===== config.mk =====
export PLATFORM = sky130hd
export DESIGN_NAME = aesctr_keyexp
export DESIGN_NICKNAME = d
export VERILOG_FILES = /design/src/rtl/core/aesctr_pkg.sv /design/src/rtl/core/aesctr_keyexp.sv
export SDC_FILE = /design/constraint.sdc
export NUM_CORES = 2
export LEC_CHECK = 0
export ABC_CLOCK_PERIOD_IN_PS = 6900
export BUFFER_PORTS_ARGS = -buffer_cell sky130_fd_sc_hd__buf_2
export CORE_ASPECT_RATIO = 1.5
export CORE_MARGIN = 3
export CORE_UTILIZATION = 35
export DETAILED_ROUTE_END_ITERATION = 16
export PLACE_DENSITY_LB_ADDON = 0.05
export SKIP_CTS_REPAIR_TIMING = 1
export SYNTH_ARGS = -nofsm -noshare
export SYNTH_HDL_FRONTEND = slang
export SYNTH_SLANG_ARGS = --single-unit

===== constraint.sdc =====
create_clock -name clk -period 6.9 [get_ports clk]
set_input_delay 0.345 -clock clk [delete_from_list [all_inputs] [get_ports clk]]
set_output_delay 0.345 -clock clk [all_outputs]
set_load 0.02 [all_outputs]

===== src/rtl/core/aesctr_pkg.sv =====
`default_nettype none
package aesctr_pkg;

  typedef logic [127:0] blk_t;

  localparam logic [2:0] CFG_KEY_W0 = 3'd0;
  localparam logic [2:0] CFG_KEY_W1 = 3'd1;
  localparam logic [2:0] CFG_KEY_W2 = 3'd2;
  localparam logic [2:0] CFG_KEY_W3 = 3'd3;
  localparam logic [2:0] CFG_KEY_SIZE = 3'd4;
  localparam logic [2:0] CFG_CNT_BYTES = 3'd5;

  localparam logic [7:0] SBOX [256] = '{
    8'h63,8'h7c,8'h77,8'h7b,8'hf2,8'h6b,8'h6f,8'hc5,8'h30,8'h01,8'h67,8'h2b,8'hfe,8'hd7,8'hab,8'h76,
    8'hca,8'h82,8'hc9,8'h7d,8'hfa,8'h59,8'h47,8'hf0,8'had,8'hd4,8'ha2,8'haf,8'h9c,8'ha4,8'h72,8'hc0,
    8'hb7,8'hfd,8'h93,8'h26,8'h36,8'h3f,8'hf7,8'hcc,8'h34,8'ha5,8'he5,8'hf1,8'h71,8'hd8,8'h31,8'h15,
    8'h04,8'hc7,8'h23,8'hc3,8'h18,8'h96,8'h05,8'h9a,8'h07,8'h12,8'h80,8'he2,8'heb,8'h27,8'hb2,8'h75,
    8'h09,8'h83,8'h2c,8'h1a,8'h1b,8'h6e,8'h5a,8'ha0,8'h52,8'h3b,8'hd6,8'hb3,8'h29,8'he3,8'h2f,8'h84,
    8'h53,8'hd1,8'h00,8'hed,8'h20,8'hfc,8'hb1,8'h5b,8'h6a,8'hcb,8'hbe,8'h39,8'h4a,8'h4c,8'h58,8'hcf,
    8'hd0,8'hef,8'haa,8'hfb,8'h43,8'h4d,8'h33,8'h85,8'h45,8'hf9,8'h02,8'h7f,8'h50,8'h3c,8'h9f,8'ha8,
    8'h51,8'ha3,8'h40,8'h8f,8'h92,8'h9d,8'h38,8'hf5,8'hbc,8'hb6,8'hda,8'h21,8'h10,8'hff,8'hf3,8'hd2,
    8'hcd,8'h0c,8'h13,8'hec,8'h5f,8'h97,8'h44,8'h17,8'hc4,8'ha7,8'h7e,8'h3d,8'h64,8'h5d,8'h19,8'h73,
    8'h60,8'h81,8'h4f,8'hdc,8'h22,8'h2a,8'h90,8'h88,8'h46,8'hee,8'hb8,8'h14,8'hde,8'h5e,8'h0b,8'hdb,
    8'he0,8'h32,8'h3a,8'h0a,8'h49,8'h06,8'h24,8'h5c,8'hc2,8'hd3,8'hac,8'h62,8'h91,8'h95,8'he4,8'h79,
    8'he7,8'hc8,8'h37,8'h6d,8'h8d,8'hd5,8'h4e,8'ha9,8'h6c,8'h56,8'hf4,8'hea,8'h65,8'h7a,8'hae,8'h08,
    8'hba,8'h78,8'h25,8'h2e,8'h1c,8'ha6,8'hb4,8'hc6,8'he8,8'hdd,8'h74,8'h1f,8'h4b,8'hbd,8'h8b,8'h8a,
    8'h70,8'h3e,8'hb5,8'h66,8'h48,8'h03,8'hf6,8'h0e,8'h61,8'h35,8'h57,8'hb9,8'h86,8'hc1,8'h1d,8'h9e,
    8'he1,8'hf8,8'h98,8'h11,8'h69,8'hd9,8'h8e,8'h94,8'h9b,8'h1e,8'h87,8'he9,8'hce,8'h55,8'h28,8'hdf,
    8'h8c,8'ha1,8'h89,8'h0d,8'hbf,8'he6,8'h42,8'h68,8'h41,8'h99,8'h2d,8'h0f,8'hb0,8'h54,8'hbb,8'h16
  };

  function automatic logic [7:0] xtime(input logic [7:0] b);
    xtime = {b[6:0], 1'b0} ^ (b[7] ? 8'h1b : 8'h00);
  endfunction

  function automatic logic [31:0] sub_word(input logic [31:0] w);
    sub_word = {SBOX[w[31:24]], SBOX[w[23:16]], SBOX[w[15:8]], SBOX[w[7:0]]};
  endfunction

  // low n bytes of a 128-bit value
  function automatic blk_t low_mask(input logic [4:0] n);
    blk_t m;
    m = '0;
    for (int i = 0; i < 16; i++) begin
      if (5'(i) < n) m[8*i +: 8] = 8'hff;
    end
    low_mask = m;
  endfunction

  // first n bytes from byte 0 (msb side)
  function automatic blk_t lead_mask(input logic [4:0] n);
    blk_t m;
    m = '0;
    for (int i = 0; i < 16; i++) begin
      if (5'(i) < n) m[127-8*i -: 8] = 8'hff;
    end
    lead_mask = m;
  endfunction

endpackage
`default_nettype wire


===== src/rtl/core/aesctr_keyexp.sv =====
`default_nettype none
module aesctr_keyexp (
  input  wire logic        clk,
  input  wire logic        rst,
  input  wire logic        start,
  input  wire logic [255:0] key,
  input  wire logic [1:0]  key_size,
  input  wire logic [3:0]  rd_round,
  output logic [127:0]     rd_key,
  output logic             busy,
  output logic [3:0]       rounds
);
  import aesctr_pkg::*;

  logic [127:0] mem [15];
  logic [255:0] win;
  logic [5:0] idx;
  logic [5:0] total;
  logic [2:0] nk;
  logic [2:0] pos;
  logic [7:0] rc;
  logic [31:0] t, nw;

  always_comb begin
    t = win[31:0];
    if (pos == 3'd0) begin
      t = sub_word({t[23:0], t[31:24]}) ^ {rc, 24'd0};
    end else if (nk == 3'd0 && pos == 3'd4) begin
      t = sub_word(t);
    end
    unique case (nk)
      3'd4: nw = win[127:96] ^ t;
      3'd6: nw = win[191:160] ^ t;
      default: nw = win[255:224] ^ t;
    endcase
  end

  always_ff @(posedge clk) begin
    if (rst) begin
      busy <= 1'b0;
      rounds <= 4'd10;
      nk <= 3'd4;
      pos <= 3'd0;
    end else if (start) begin
      busy <= 1'b1;
      unique case (key_size)
        2'd0: begin
          nk <= 3'd4; rounds <= 4'd10; total <= 6'd44; idx <= 6'd4; pos <= 3'd0;
          win <= {128'd0, key[255:128]};
        end
        2'd1: begin
          nk <= 3'd6; rounds <= 4'd12; total <= 6'd52; idx <= 6'd6; pos <= 3'd0;
          win <= {64'd0, key[255:64]};
        end
        default: begin
          nk <= 3'd0; rounds <= 4'd14; total <= 6'd60; idx <= 6'd8; pos <= 3'd0;
          win <= key;
        end
      endcase
      rc <= 8'h01;
    end else if (busy) begin
      win <= {win[223:0], nw};
      idx <= idx + 6'd1;
      if (pos == 3'd0) rc <= xtime(rc);
      if ((nk == 3'd4 && pos == 3'd3) || (nk == 3'd6 && pos == 3'd5) || pos == 3'd7)
        pos <= 3'd0;
      else
        pos <= pos + 3'd1;
      if (idx == total - 6'd1) busy <= 1'b0;
    end
  end

  // nk code 0 stands for eight words
  always_ff @(posedge clk) begin
    if (start) begin
      mem[0] <= key[255:128];
      if (key_size != 2'd0) mem[1][127:64] <= key[127:64];
      if (key_size[1]) mem[1][63:0] <= key[63:0];
    end else if (busy) begin
      mem[idx[5:2]][{~idx[1:0], 5'd0} +: 32] <= nw;
    end
  end

  always_ff @(posedge clk) begin
    rd_key <= mem[rd_round];
  end

  property p_done;
    @(posedge clk) disable iff (rst) busy && !start && idx == total - 6'd1 |=> !busy;
  endproperty
  a_done: assert property (p_done) else $error("key expansion overrun");
  a_idx: assert property (@(posedge clk) disable iff (rst) busy |-> idx < 6'd60)
    else $error("key index out of range");
  a_rnd: assert property (@(posedge clk) disable iff (rst)
    rounds == 4'd10 || rounds == 4'd12 || rounds == 4'd14) else $error("bad rounds");
endmodule
`default_nettype wire


# After elaboration in Yosys (flattened, before gate mapping)
# Memory sizes are Yosys's and may differ from the RTL's. A register that Yosys moved wholly into a read port is not among the register bits.
# Cells that the tools add are included.
dict set report op_classes {
  n_eq_ne 8
  addsub 4
  muxes 41
  n_lt_le_gt_ge 4
  shifts 2
  n_reduce_logical 16
  bitwise_logic 11
}
# operator n
set ops {}
lappend ops {{$mux W256} 2}
lappend ops {{$pmux W256 S2} 1}
lappend ops {{$mux W128} 3}
lappend ops {{$reduce_or A128 Y1} 1}
lappend ops {{$shift A32 B9 Y128 const A} 1}
lappend ops {{$shiftx A32 B9 Y128} 1}
lappend ops {{$xor A32 B32 Y32} 4}
lappend ops {{$mux W8} 10}
lappend ops {{$mux W32} 2}
lappend ops {{$pmux W32 S2} 1}
lappend ops {{$ge A9 B9 Y1 const B} 4}
lappend ops {{$not A8 Y9} 4}
lappend ops {{$eq A3 B3 Y1 const B} 5}
lappend ops {{$mux W1} 13}
lappend ops {{$mux W6} 2}
lappend ops {{$pmux W3 S2} 2}
lappend ops {{$pmux W5 S2} 1}
lappend ops {{$neg A7 Y9} 1}
lappend ops {{$pmux W4 S2} 1}
lappend ops {{$xor A8 B5 Y8} 1}
lappend ops {{$add A6 B1 Y6 const B} 1}
lappend ops {{$eq A6 B6 Y1} 1}
lappend ops {{$logic_not A3 Y1} 2}
lappend ops {{$reduce_bool A2 Y1} 3}
lappend ops {{other kinds (15)} 19}
dict set report totals {
  out_inout_bits 133
  rom_bits 8192
  in_bits 265
  elab_cells 99
  ramBits 1920
  reg_bits 287
  mem_count 5
}
# memory depth width rd rd_ports_with_merged_regs wr line_no
set mem_list {}
lappend mem_list {{(no name shown)} 256 8 1 0 0 aesctr_pkg.sv:37} ;# sub_word = {SBOX[w[31:24]], SBOX[w[23:16]], SBOX[w[15:8]], SBOX[w[7:0]]};
lappend mem_list {{(no name shown)} 256 8 1 0 0 aesctr_pkg.sv:37}
lappend mem_list {{(no name shown)} 256 8 1 0 0 aesctr_pkg.sv:37}
lappend mem_list {{(no name shown)} 256 8 1 0 0 aesctr_pkg.sv:37}
lappend mem_list {mem 15 128 1 1 2 aesctr_keyexp.sv:15} ;# logic [127:0] mem [15];

# Longest topological paths before layout
dict set report depth {
  ltp_word 10
  depth_mapped 16
  depth_no_buf 11
}

# Worst setup path before layout
# OpenSTA, ideal clock, no wires.
dict set report synth_timing {
  kind {input-to-reg}
  from {in start}
  to {reg idx[0] (enable)}
  n_path_buf 2
  setup_time_ps 613
  required_ps 6287
  setup_slack_ps 8
  t_arrival_ps 6279
  stages 5
  path_cell_list {clkbuf_1 -> clkbuf_1 -> nor2_1 -> or2_2 -> inv_1}
}
dict set report synth_between {
  elab_chain_len 2
}
# element line_no
set synth_rtl {}
lappend synth_rtl {{from (decl)} aesctr_keyexp.sv:5} ;# input wire logic start,
lappend synth_rtl {{$reduce_bool A2 Y1 (no line)} -}
lappend synth_rtl {{$reduce_and A2 Y1 (no line)} -}
lappend synth_rtl {{to (signal assigned)} aesctr_keyexp.sv:63} ;# idx <= idx + 6'd1;
lappend synth_rtl {{to (decl)} aesctr_keyexp.sv:17} ;# logic [5:0] idx;
# Every way passes these cells.
# A chain may end at the register's enable or synchronous reset.

==> impl_metrics.ini <==
[die]
die-area_um2 = 332000
start_util_pct = 35.3
ioPinCount = 398
rows = 255
coreArea_um2 = 322000
die_y_um = 704
die-width_um = 471

[power]
vdd_drop_max_mv = 0.214
p_total_mw = 38.1
power_density_nw_per_um2 = 289
p_leak_nw = 46.2

[placement]
dp_slack_ns = 0.986
place_congestion = 0.943
dpl.cell_count = 12000
portBuffers = 395
hpwl_um = 344000

[critical_path]
crit_buf_inv = 4
critical_path.cell_chain = inv_1, ha_1, and2_1, buf_4, nor3b_1, a311oi_1, o311ai_0, a32oi_1, o221ai_1, xnor2_1, buf_4, nand2_1, inv_1
path_delay_family = buffers and inverters
cp.depth = 13
slowest_delay_ns = 1.06
ff2ff_setup_slack_ns = 0.72
cp-start-kind = flop
cp_max_fo = 14
rr_worst_depth = 13
crit_path_end_kind = flop
cp.arrival_ns = 6.83
worstSetupPathType = reg2reg
critPathSlowestCell = xnor2_1
cp.required_ns = 7.55

[routing]
drc = 0
vias_per_cell = 6.11
dr_total_vias = 77200
postRouteAntennaNets = 0
drtIter0Drc = 10300
wire_per_inst_um = 39.9
routed_wl_um = 504000
drtPass1Iterations = 6

[synth]
synth_flop_cell = edfxtp_1
synth_edf_count = 2320
synth_nets = 7974
yosysSeqAreaShare_pct = 63.7
ys_types = 104
yosys-top-cells-area = edfxtp_1, mux4_2, o21ai_0
syn_inst = 7639
synth_async_sr_flop_share_pct = 0
yosys.area.top_type_share_pct = 61.3
yosys_warnings = 0
yosys_register_bits = 2456
synth.avg_cell_area_um2 = 14.9
syn_area_um2 = 114000
synth_top_area_cell = edfxtp_1

[clock_tree]
htree_levels = 4
clk_path_buf_depth = 4
path_clk_slew_ns = 0.07
numClockSinks = 2456
root_buffer = clkbuf_16
cts_made_buffers = 246
insertion_delay_ns = 0.95
cts_tree = yes

[run_status]
violations = capacitance limit, slew limit
run_status = finished, violations left

[sta]
finalCritPeriodShare_pct = 89.5
max_freq_mhz = 162
setup_ws_ns = 0.722
tns_ns = 0
period_minus_slack_ns = 6.18
worst_pin_slew_ns = 1.53
slew_headroom_pct = -2.67
finalHoldViolCount = 0
skew_ns = 0.0829
grt_setup_unrepaired = no
setup_viol = 0
report.final.slew_viol_count = 8

[grt]
grt_max_degree = 158
grt_first_pass_wirelength_um = 674000
antenna_found_initial = 111
grt_overflow = 0
first_global_vias = 74600
gr-usage-all-layers_pct = 29.7

[layout]
nFillCells = 30000
stdcell_count = 12600
drive_gt1_share_pct = 24.6
area_growth_pct = 15.8
nets = 8476

[flow_run]
max-cap-violations = 1

[min_path]
whs_path_depth = 3
hold_class = in2reg
final timing paths:
check,from,endpoint
max,win[0]$_DFFE_PP_,mem[9][8]$_DFFE_PP_
min,key[251],mem[0][123]$_DFFE_PP_
max reg2reg,win[0]$_DFFE_PP_,mem[9][8]$_DFFE_PP_
min reg2reg,rounds[2]$_SDFFE_PP0P_,rounds[2]$_SDFFE_PP0P_
where the power goes:
group	internal (mW)	switching (mW)	total [mW]
clock	7.45	5.94	13.4
sequential	16.9	0.177	17.1
combinational	2.22	5.42	7.63
state kept, by name, indices dropped and copies added, names as in the netlist:
name	count
mem	2048
win	256
rd_key	128
rc	8
idx	6
pos	3
nk	2
rounds	2
total	2
busy	1
cell usage after synthesis (all sizes together) (51+ instances only):
cell,instances
a21oi,272
edfxtp,2320
buf,243
mux2,82
a22oi,75
nand2b,94
inv,136
nand3,94
ha,70
a311oi,56
nor2b,100
a22o,51
nand2,686
nor3,91
o21ai,601
nor2,403
mux4,683
and2,52
mux2i,220
a211oi,71
dfxtp,136
clkbuf,423
placed cells by master (no fill, tap or decap), types with 96 or more instances in the layout:
cell type / netlist / layout
inv_1: 133 / 129
dfxtp_1: 136 / 134
o21ai_0: 554 / 554
nor2_1: 402 / 346
nand2_1: 681 / 678
mux2i_1: 220 / 220
mux4_2: 683 / 683
a21oi_1: 271 / 270
edfxtp_1: 2320 / 2320
buf_4: 19 / 320
clkbuf_16: 0 / 250
nor2b_1: 99 / 96
buf_2: 123 / 388
dlygate4sd3_1: 0 / 176
logic make-up after synthesis:
logic type	after synthesis	synth area share, %
adders and majority gates	70	0.771
buffers and inverters	808	2.97
muxes	985	16.3
AOI/OAI and AO/OA	1564	8.90
xor gates and xnor gates	62	0.491
and+or+nand+nor	1692	6.86
DFF	2456	63.7
other	2	0.00661
area by class of cell:
type | instances | area (um^2) | share of cell area [%]
diodes | 48 | 120 | 0.0913
clock buffers | 341 | 6780 | 5.15
clock inverters | 113 | 1050 | 0.797
inverters | 142 | 541 | 0.411
multi-input cells | 4375 | 38600 | 29.4
flip-flops and latches | 2456 | 72400 | 55.0
well taps | 4240 | 5310 | 4.03
repair buffers | 920 | 6790 | 5.16
tightest hold or removal path, cell delays in order:
cell	delay, ns
buf_2	0.22
nand2_1	0.09
o21ai_0	0.07
through the flow:
stage | utilization, % | cell area, um^2 | hold slack [ns]
after global routing | 40.8 | 132000 | 0.000574
after global placement | 37.8 | 122000 | 0.467
after detailed placement | 37.8 | 122000 | 0.463
after floorplan | - | 114000 | 0.525
after CTS | 40.3 | 130000 | -0.298
final | 40.8 | 132000 | 0.000603
per-layer routing:
layer,wire (um),GRT usage (%),part of all wire (%)
met5,305,0,0.060
met4,31500,15.8,6.2
met3,38200,5.41,7.6
met2,240000,48.6,48
met1,194000,37.8,39
(Power assumes the default switching activity.)
